[config.mk]
export PLATFORM = sky130hd
export DESIGN_NAME = audio_envelope_decimator_unit
export DESIGN_NICKNAME = d
export VERILOG_FILES = /design/src/rtl/aed_pkg.sv /design/src/rtl/audio_envelope_decimator_unit.sv /design/src/rtl/aed_ctrl.sv /design/src/rtl/aed_datapath.sv
export SDC_FILE = /design/constraint.sdc
export NUM_CORES = 2
export LEC_CHECK = 0
export BUFFER_PORTS_ARGS = -buffer_cell sky130_fd_sc_hd__buf_2
export CAP_MARGIN = 20
export CELL_PAD_IN_SITES_DETAIL_PLACEMENT = 1
export CELL_PAD_IN_SITES_GLOBAL_PLACEMENT = 1
export CORE_MARGIN = 2
export CORE_UTILIZATION = 55
export CTS_CLUSTER_SIZE = 40
export DETAILED_ROUTE_END_ITERATION = 6
export GPL_TIMING_DRIVEN = 0
export PLACE_DENSITY = 0.85
export SETUP_SLACK_MARGIN = 0.15
export SYNTH_ARGS = -nofsm -noshare
export SYNTH_HDL_FRONTEND = slang
export SYNTH_SLANG_ARGS = --single-unit
[constraint.sdc]
create_clock -name clk -period 13.55 [get_ports clk]
set_input_delay 0.6775 -clock clk [delete_from_list [all_inputs] [get_ports clk]]
set_output_delay 0.6775 -clock clk [all_outputs]
set_load 0.03 [all_outputs]
[src/rtl/aed_pkg.sv]
// Shared types, constants and register codes of the audio envelope decimator.
package aed_pkg;

    localparam int WINDOW_LEN_DEF = 1024;

    localparam int SAMPLE_W   = 16;
    localparam int ENV_W      = 32;
    localparam int DECAY_W    = 32;
    localparam int INTERVAL_W = 12;
    localparam int SLOT_W     = 10;
    localparam int ENERGY_W   = 64;
    localparam int RISE_W     = 24;
    localparam int CFG_W      = 32;

    localparam logic [DECAY_W-1:0]    DECAY_STEP_RST          = 32'd216430;
    localparam logic [INTERVAL_W-1:0] DECIMATION_INTERVAL_RST = 12'd350;

    typedef enum logic [0:0] {
        CFG_DECAY_STEP          = 1'b0,
        CFG_DECIMATION_INTERVAL = 1'b1
    } cfg_index_t;

    typedef struct packed {
        logic load;
        logic mult;
        logic cmp;
        logic square;
        logic finish;
    } dp_cmd_t;

endpackage

[src/rtl/audio_envelope_decimator_unit.sv]
// Top level of the audio envelope decimator: peak envelope, decimation and attack energy.
//
// One signed 16-bit sample enters per input word on the in_valid / in_stall channel,
// with start_of_song clearing envelope, counters and energy sum before that sample.
// Each input word yields exactly one output word on out_valid / out_stall carrying
// the envelope, the decimation flag, window slot, last-slot flag and energy sum.
// An item passes through the steps: accept, then multiply by the decay step, compare
// and update counters, square the rise, and accumulate into the output. The sequencing
// controller handles one word at a time, so a new sample is taken only after the last
// one has finished; the output register lets the next sample enter while the previous
// result still waits. When the receiver stalls, the result holds and the block pauses
// before writing the output register until it is free. Configuration writes through
// cfg_we, cfg_index and cfg_data take effect at the next clock edge; the user must make
// them only while the block is idle, which the block does not enforce. Reset restores
// the default decay step and decimation interval and clears all song state.
module audio_envelope_decimator_unit
    import aed_pkg::*;
#(
    parameter int WINDOW_LEN = WINDOW_LEN_DEF
)
(
    input  logic                       clk,
    input  logic                       rst_n,
    input  logic                       in_valid,
    output logic                       in_stall,
    input  logic signed [SAMPLE_W-1:0] sample,
    input  logic                       start_of_song,
    output logic                       out_valid,
    input  logic                       out_stall,
    output logic [ENV_W-1:0]           envelope,
    output logic                       decimated_valid,
    output logic [SLOT_W-1:0]          window_slot,
    output logic                       window_complete,
    output logic [ENERGY_W-1:0]        attack_energy,
    input  logic                       cfg_we,
    input  cfg_index_t                 cfg_index,
    input  logic [CFG_W-1:0]           cfg_data
);

    dp_cmd_t cmd;

    aed_ctrl u_ctrl (
        .clk       (clk),
        .rst_n     (rst_n),
        .in_valid  (in_valid),
        .in_stall  (in_stall),
        .out_valid (out_valid),
        .out_stall (out_stall),
        .cmd       (cmd)
    );

    aed_datapath #(
        .WINDOW_LEN (WINDOW_LEN)
    ) u_datapath (
        .clk             (clk),
        .rst_n           (rst_n),
        .cmd             (cmd),
        .cfg_we          (cfg_we),
        .cfg_index       (cfg_index),
        .cfg_data        (cfg_data),
        .sample          (sample),
        .start_of_song   (start_of_song),
        .envelope        (envelope),
        .decimated_valid (decimated_valid),
        .window_slot     (window_slot),
        .window_complete (window_complete),
        .attack_energy   (attack_energy)
    );

endmodule

[src/rtl/aed_ctrl.sv]
// Controller state machine that sequences one word through the datapath.
module aed_ctrl
    import aed_pkg::*;
(
    input  logic    clk,
    input  logic    rst_n,
    input  logic    in_valid,
    output logic    in_stall,
    output logic    out_valid,
    input  logic    out_stall,
    output dp_cmd_t cmd
);

    typedef enum logic [4:0] {
        S_IDLE = 5'b00001,
        S_MULT = 5'b00010,
        S_CMP  = 5'b00100,
        S_SQ   = 5'b01000,
        S_ACC  = 5'b10000
    } state_t;

    state_t state_reg, state_next;
    logic   out_valid_reg, out_valid_next;
    logic   can_finish;

    assign in_stall   = (state_reg != S_IDLE);
    assign out_valid  = out_valid_reg;
    assign can_finish = !out_valid_reg || !out_stall;

    always_comb
    begin
        state_next     = state_reg;
        out_valid_next = out_valid_reg && out_stall;
        cmd            = '0;
        unique case (state_reg)
            S_IDLE:
            begin
                if (in_valid)
                begin
                    cmd.load   = 1'b1;
                    state_next = S_MULT;
                end
            end
            S_MULT:
            begin
                cmd.mult   = 1'b1;
                state_next = S_CMP;
            end
            S_CMP:
            begin
                cmd.cmp    = 1'b1;
                state_next = S_SQ;
            end
            S_SQ:
            begin
                cmd.square = 1'b1;
                state_next = S_ACC;
            end
            S_ACC:
            begin
                if (can_finish)
                begin
                    cmd.finish     = 1'b1;
                    out_valid_next = 1'b1;
                    state_next     = S_IDLE;
                end
            end
            default:
            begin
                state_next = S_IDLE;
            end
        endcase
    end

    always_ff @(posedge clk or negedge rst_n)
    begin
        if (!rst_n)
        begin
            state_reg     <= S_IDLE;
            out_valid_reg <= 1'b0;
        end
        else
        begin
            state_reg     <= state_next;
            out_valid_reg <= out_valid_next;
        end
    end

endmodule

[src/rtl/aed_datapath.sv]
// Datapath with envelope, decimation counters, energy sum and output registers.
module aed_datapath
    import aed_pkg::*;
#(
    parameter int WINDOW_LEN = WINDOW_LEN_DEF
)
(
    input  logic                       clk,
    input  logic                       rst_n,
    input  dp_cmd_t                    cmd,
    input  logic                       cfg_we,
    input  cfg_index_t                 cfg_index,
    input  logic [CFG_W-1:0]           cfg_data,
    input  logic signed [SAMPLE_W-1:0] sample,
    input  logic                       start_of_song,
    output logic [ENV_W-1:0]           envelope,
    output logic                       decimated_valid,
    output logic [SLOT_W-1:0]          window_slot,
    output logic                       window_complete,
    output logic [ENERGY_W-1:0]        attack_energy
);

    localparam int CNT_W = $clog2(WINDOW_LEN);
    localparam int EXT_W = (CNT_W > SLOT_W) ? CNT_W : SLOT_W;
    localparam logic [CNT_W-1:0] LAST_SLOT = CNT_W'(WINDOW_LEN - 1);

    logic [DECAY_W-1:0]    decay_step_reg;
    logic [INTERVAL_W-1:0] interval_reg;

    logic signed [SAMPLE_W-1:0] sample_reg;
    logic [ENV_W-1:0]           env_reg;
    logic [INTERVAL_W-1:0]      phase_reg;
    logic [CNT_W-1:0]           count_reg;
    logic                       seen_reg;
    logic [ENERGY_W-1:0]        energy_reg;

    logic [2*ENV_W-1:0]  prod_reg;
    logic [RISE_W-1:0]   rise_reg;
    logic [2*RISE_W-1:0] sq_reg;
    logic                emit_reg;
    logic [CNT_W-1:0]    slot_reg;

    logic [ENV_W-1:0]      env_out_reg;
    logic                  dec_out_reg;
    logic [CNT_W-1:0]      slot_out_reg;
    logic                  complete_out_reg;
    logic [ENERGY_W-1:0]   energy_out_reg;

    logic [SAMPLE_W:0]     sext;
    logic [SAMPLE_W:0]     mag;
    logic [ENV_W-1:0]      cand;
    logic [ENV_W-1:0]      decayed;
    logic [ENV_W-1:0]      new_env;
    logic [ENV_W-1:0]      diff;
    logic                  emit;
    logic [INTERVAL_W-1:0] phase_inc;
    logic [ENERGY_W:0]     sum;
    logic [EXT_W-1:0]      slot_ext;

    assign sext      = {sample_reg[SAMPLE_W-1], sample_reg};
    assign mag       = sample_reg[SAMPLE_W-1] ? (~sext + 1'b1) : sext;
    assign cand      = {mag[SAMPLE_W-1:0], {(ENV_W-SAMPLE_W){1'b0}}};
    assign decayed   = env_reg - prod_reg[2*ENV_W-1:ENV_W];
    assign new_env   = (decayed > cand) ? decayed : cand;
    assign diff      = (new_env > env_reg) ? (new_env - env_reg) : '0;
    assign emit      = (phase_reg == '0) && seen_reg;
    assign phase_inc = phase_reg + 1'b1;
    assign sum       = {1'b0, energy_reg} + {{(ENERGY_W-2*RISE_W+1){1'b0}}, sq_reg};
    assign slot_ext  = EXT_W'(slot_out_reg);

    always_ff @(posedge clk or negedge rst_n)
    begin
        if (!rst_n)
        begin
            decay_step_reg <= DECAY_STEP_RST;
            interval_reg   <= DECIMATION_INTERVAL_RST;
        end
        else if (cfg_we)
        begin
            unique case (cfg_index)
                CFG_DECAY_STEP:          decay_step_reg <= cfg_data[DECAY_W-1:0];
                CFG_DECIMATION_INTERVAL: interval_reg   <= cfg_data[INTERVAL_W-1:0];
                default:                 ;
            endcase
        end
    end

    always_ff @(posedge clk or negedge rst_n)
    begin
        if (!rst_n)
        begin
            env_reg    <= '0;
            phase_reg  <= '0;
            count_reg  <= '0;
            seen_reg   <= 1'b0;
            energy_reg <= '0;
        end
        else
        begin
            if (cmd.load && start_of_song)
            begin
                env_reg    <= '0;
                phase_reg  <= '0;
                count_reg  <= '0;
                seen_reg   <= 1'b0;
                energy_reg <= '0;
            end
            if (cmd.cmp)
            begin
                env_reg  <= new_env;
                seen_reg <= 1'b1;
                if (phase_inc >= interval_reg)
                begin
                    phase_reg <= '0;
                end
                else
                begin
                    phase_reg <= phase_inc;
                end
                if (emit)
                begin
                    count_reg <= (count_reg == LAST_SLOT) ? '0 : count_reg + 1'b1;
                end
            end
            if (cmd.finish)
            begin
                energy_reg <= sum[ENERGY_W] ? {ENERGY_W{1'b1}} : sum[ENERGY_W-1:0];
            end
        end
    end

    always_ff @(posedge clk)
    begin
        if (cmd.load)
        begin
            sample_reg <= sample;
        end
        if (cmd.mult)
        begin
            prod_reg <= env_reg * decay_step_reg;
        end
        if (cmd.cmp)
        begin
            rise_reg <= diff[ENV_W-1:ENV_W-RISE_W];
            emit_reg <= emit;
            slot_reg <= emit ? count_reg : '0;
        end
        if (cmd.square)
        begin
            sq_reg <= rise_reg * rise_reg;
        end
        if (cmd.finish)
        begin
            env_out_reg      <= env_reg;
            dec_out_reg      <= emit_reg;
            slot_out_reg     <= slot_reg;
            complete_out_reg <= emit_reg && (slot_reg == LAST_SLOT);
            energy_out_reg   <= sum[ENERGY_W] ? {ENERGY_W{1'b1}} : sum[ENERGY_W-1:0];
        end
    end

    assign envelope        = env_out_reg;
    assign decimated_valid = dec_out_reg;
    assign window_slot     = slot_ext[SLOT_W-1:0];
    assign window_complete = complete_out_reg;
    assign attack_energy   = energy_out_reg;

endmodule

==> metrics.txt <==
outcome=finished, final reports clean; Setup crit end kind=register; r2r startpoint=u_datapath.env_reg[1]; IO Pins=165; fmax=85.0 MHz; Placeable Area=126,000 µm²; Max clock buf depth=3; Clock Root Buffer=clkbuf_16; Crit-path slowest cell=clkbuf_1; WL/cell=29.5 µm; largest area contributor in the netlist=fa_1; Synth Area in XOR/XNOR=0.0242; Cells on Worst Hold Path=1; clock skew=0.0350 ns; IO Port Bufs=164; CTS buffer count=47; count of cell types in the netlist=94; Setup Buffers After CTS=0; Final Max Tran Viols=0; Crit Path Class=register to register; final setup fails=0; critical path launch point type=register; number of synthesized register bits=407; CTS resizes=0; number of nets with antenna violations after routing=0; Post-synth EDFFs=238; CTS tree=yes; Mapped Avg Cell Area=9.68 µm²; Synth Net Count=9,177; Synth async-reset ratio=0.415; hold_sp=sample[13]; drc violations=0; Final min period=11.77 ns; CTS clk-pin slew, worst paths=0.07 ns; Ys Warns=0; Post-Synthesis Cells=7,224; Chip Width=361 µm; share of the synthesized area in the top cell type=0.378; GPL Wtd Cong=1.01; Starting Density=0.555; hold buffers post-CTS=1; RSZ-0062 raised after global routing=false; worst slew margin relative to its limit=0.0501; WL final=271 mm; post-synthesis compound-gate area fraction=0.0755; worst skew pair latency=0.66 ns; Seq/Total Area, Yosys=0.163; All-Layer GR Usage=0.423; Overflow after GRT=0; vias in the first global route=63,500; fin crit share=0.869; Worst Max-Slew Pin Slew=1.42 ns; CP max stage delay=1.11 ns; worst reg-to-reg path cell count=33; pin count of the biggest net entering global routing=70; share of cells above drive strength 1=0.0534; TNS Setup=0 ns; Hold Vio Cnt, Final=0; Crit path arrival time=12.17 ns; dpl hpwl=218 mm; die area=130,000 µm²; flop2flop setup slack=1.78 ns; H-tree depth=2; multi-input logic area=51,600 µm²; worst hold path class=input pin to register; first-pass GRT wire length=403 mm; Area Overhead vs Synth=7.47%; combinational family with the most area after synthesis=adder cells; FILL cells=14,200; drt initial violations=4,910; antenna violations before repair=30; Pre-antenna DRT Iters=6; via count=55,700; Clock Sinks=407; Synth Flop Type=edfxtp_1; Post-Synth Simple-Gate Area=0.147; Min-Delay Endpoint=u_datapath.sample_reg[13]; Req. time, crit path=13.95 ns; Post-Synth Adder-Cell Area=0.481; top post-synthesis cells by area=fa_1, ha_1, edfxtp_1; mux cell area share after synthesis=0.00870; Commonest cells post-synth=inv_1, fa_1, nand2_1, and2_1, ha_1; crit-path max FO=10; fin nets=9,427; DR vias/cell=6.06; most common cell in the synthesized netlist=inv_1; MaxCap Viol Count=0; reg2reg end=u_datapath.rise_reg[22]; Cell Area, Synth=69,900 µm²; die height=361 µm; FF/Latch Area=11,400 µm²; number of cell rows=130
==> how the worst max path moves through the flow <==
stage                                      start                      end  slack [ns]  cells past startpoint
floorplan           u_datapath.decay_step_reg[8]  u_datapath.prod_reg[63]        5.96                     23
global placement          u_datapath.env_reg[27]  u_datapath.prod_reg[63]        2.18                     25
detailed placement         u_datapath.env_reg[1]  u_datapath.rise_reg[22]        2.44                     33
CTS                        u_datapath.env_reg[1]  u_datapath.rise_reg[22]        2.32                     33
global route               u_datapath.env_reg[1]  u_datapath.rise_reg[16]        1.70                     33
finish                     u_datapath.env_reg[1]  u_datapath.rise_reg[22]        1.78                     33
==> layout make-up <==
cell class                 instances  area share
multi-input combinational       4958       0.686
sequential                       407       0.152
inverter                        1543      0.0771
tap                             1650      0.0275
timing repair buffer             201      0.0189
clock buffer                      66      0.0178
buffer                           316      0.0162
clock inverter                    22     0.00386
antenna                           27    0.000899
==> layout by cell type, fill, tap and decap left out, types with 15 or more instances in the layout <==
cell type and instances:
inv_1 1542, fa_1 1319, nand2_1 781, and2_1 742
ha_1 579, clkbuf_1 305, edfxtp_1 238, a21oi_1 199
nor2_1 185, buf_2 176, dfrtp_1 151, xnor2_1 121
o21ai_0 114, a21o_1 110, xor2_1 72, nand3_1 54
o2bb2ai_1 50, clkbuf_16 48, mux2_2 45, nor3_1 44
o21a_1 42, nor2b_1 42, nand2b_1 41, and3_1 35
a31oi_1 34, nand4_1 31, diode_2 27, a211oi_1 24
a22o_1 23, o21bai_1 23, buf_8 19, dfstp_2 18
o31ai_1 17, o21ai_1 15, o211ai_1 15
==> stage by stage <==
stage	cell area, µm²	hold slack, ns	setup slack, ns	util	instances
floorplan	69900	0.382	5.96	-	7224
global placement	72800	0.438	2.18	0.578	9038
detailed placement	73400	0.444	2.44	0.583	9068
CTS	75000	0.163	2.32	0.596	9157
global route	75100	0.181	1.70	0.596	9169
finish	75100	0.195	1.78	0.597	9190
==> routing by layer <==
metal	vias to the layer above	GRT usage	part of all wire	routed length, µm
met5	-	0	0.00047	126
met4	18	0.323	0.092	24900
met3	1120	0.0966	0.089	24200
met2	2989	0.696	0.47	128000
met1	28700	0.481	0.34	93400
li1	22800	-	-	-
==> logic make-up after synthesis <==
logic type / Yosys count
simple gates: 2033
buf+inv: 1859
fa+ha+maj: 1898
mux: 55
compound gates: 779
xor+xnor: 193
flops: 407
==> critical path, delay by kind of cell (launching register included) <==
| kind | cells | cell delay [ns] |
|---|---|---|
| adders and majority gates | 3 | 1.21 |
| DFF | 1 | 0.95 |
| xor gates and xnor gates | 1 | 0.19 |
| and+or+nand+nor | 8 | 2.34 |
| AOI/OAI and AO/OA | 17 | 4.91 |
| buffers and inverters | 4 | 1.89 |
Power is left out: the tool's default activity adds up to more than one toggle a clock period on the data nets, which glitch-free logic cannot reach.
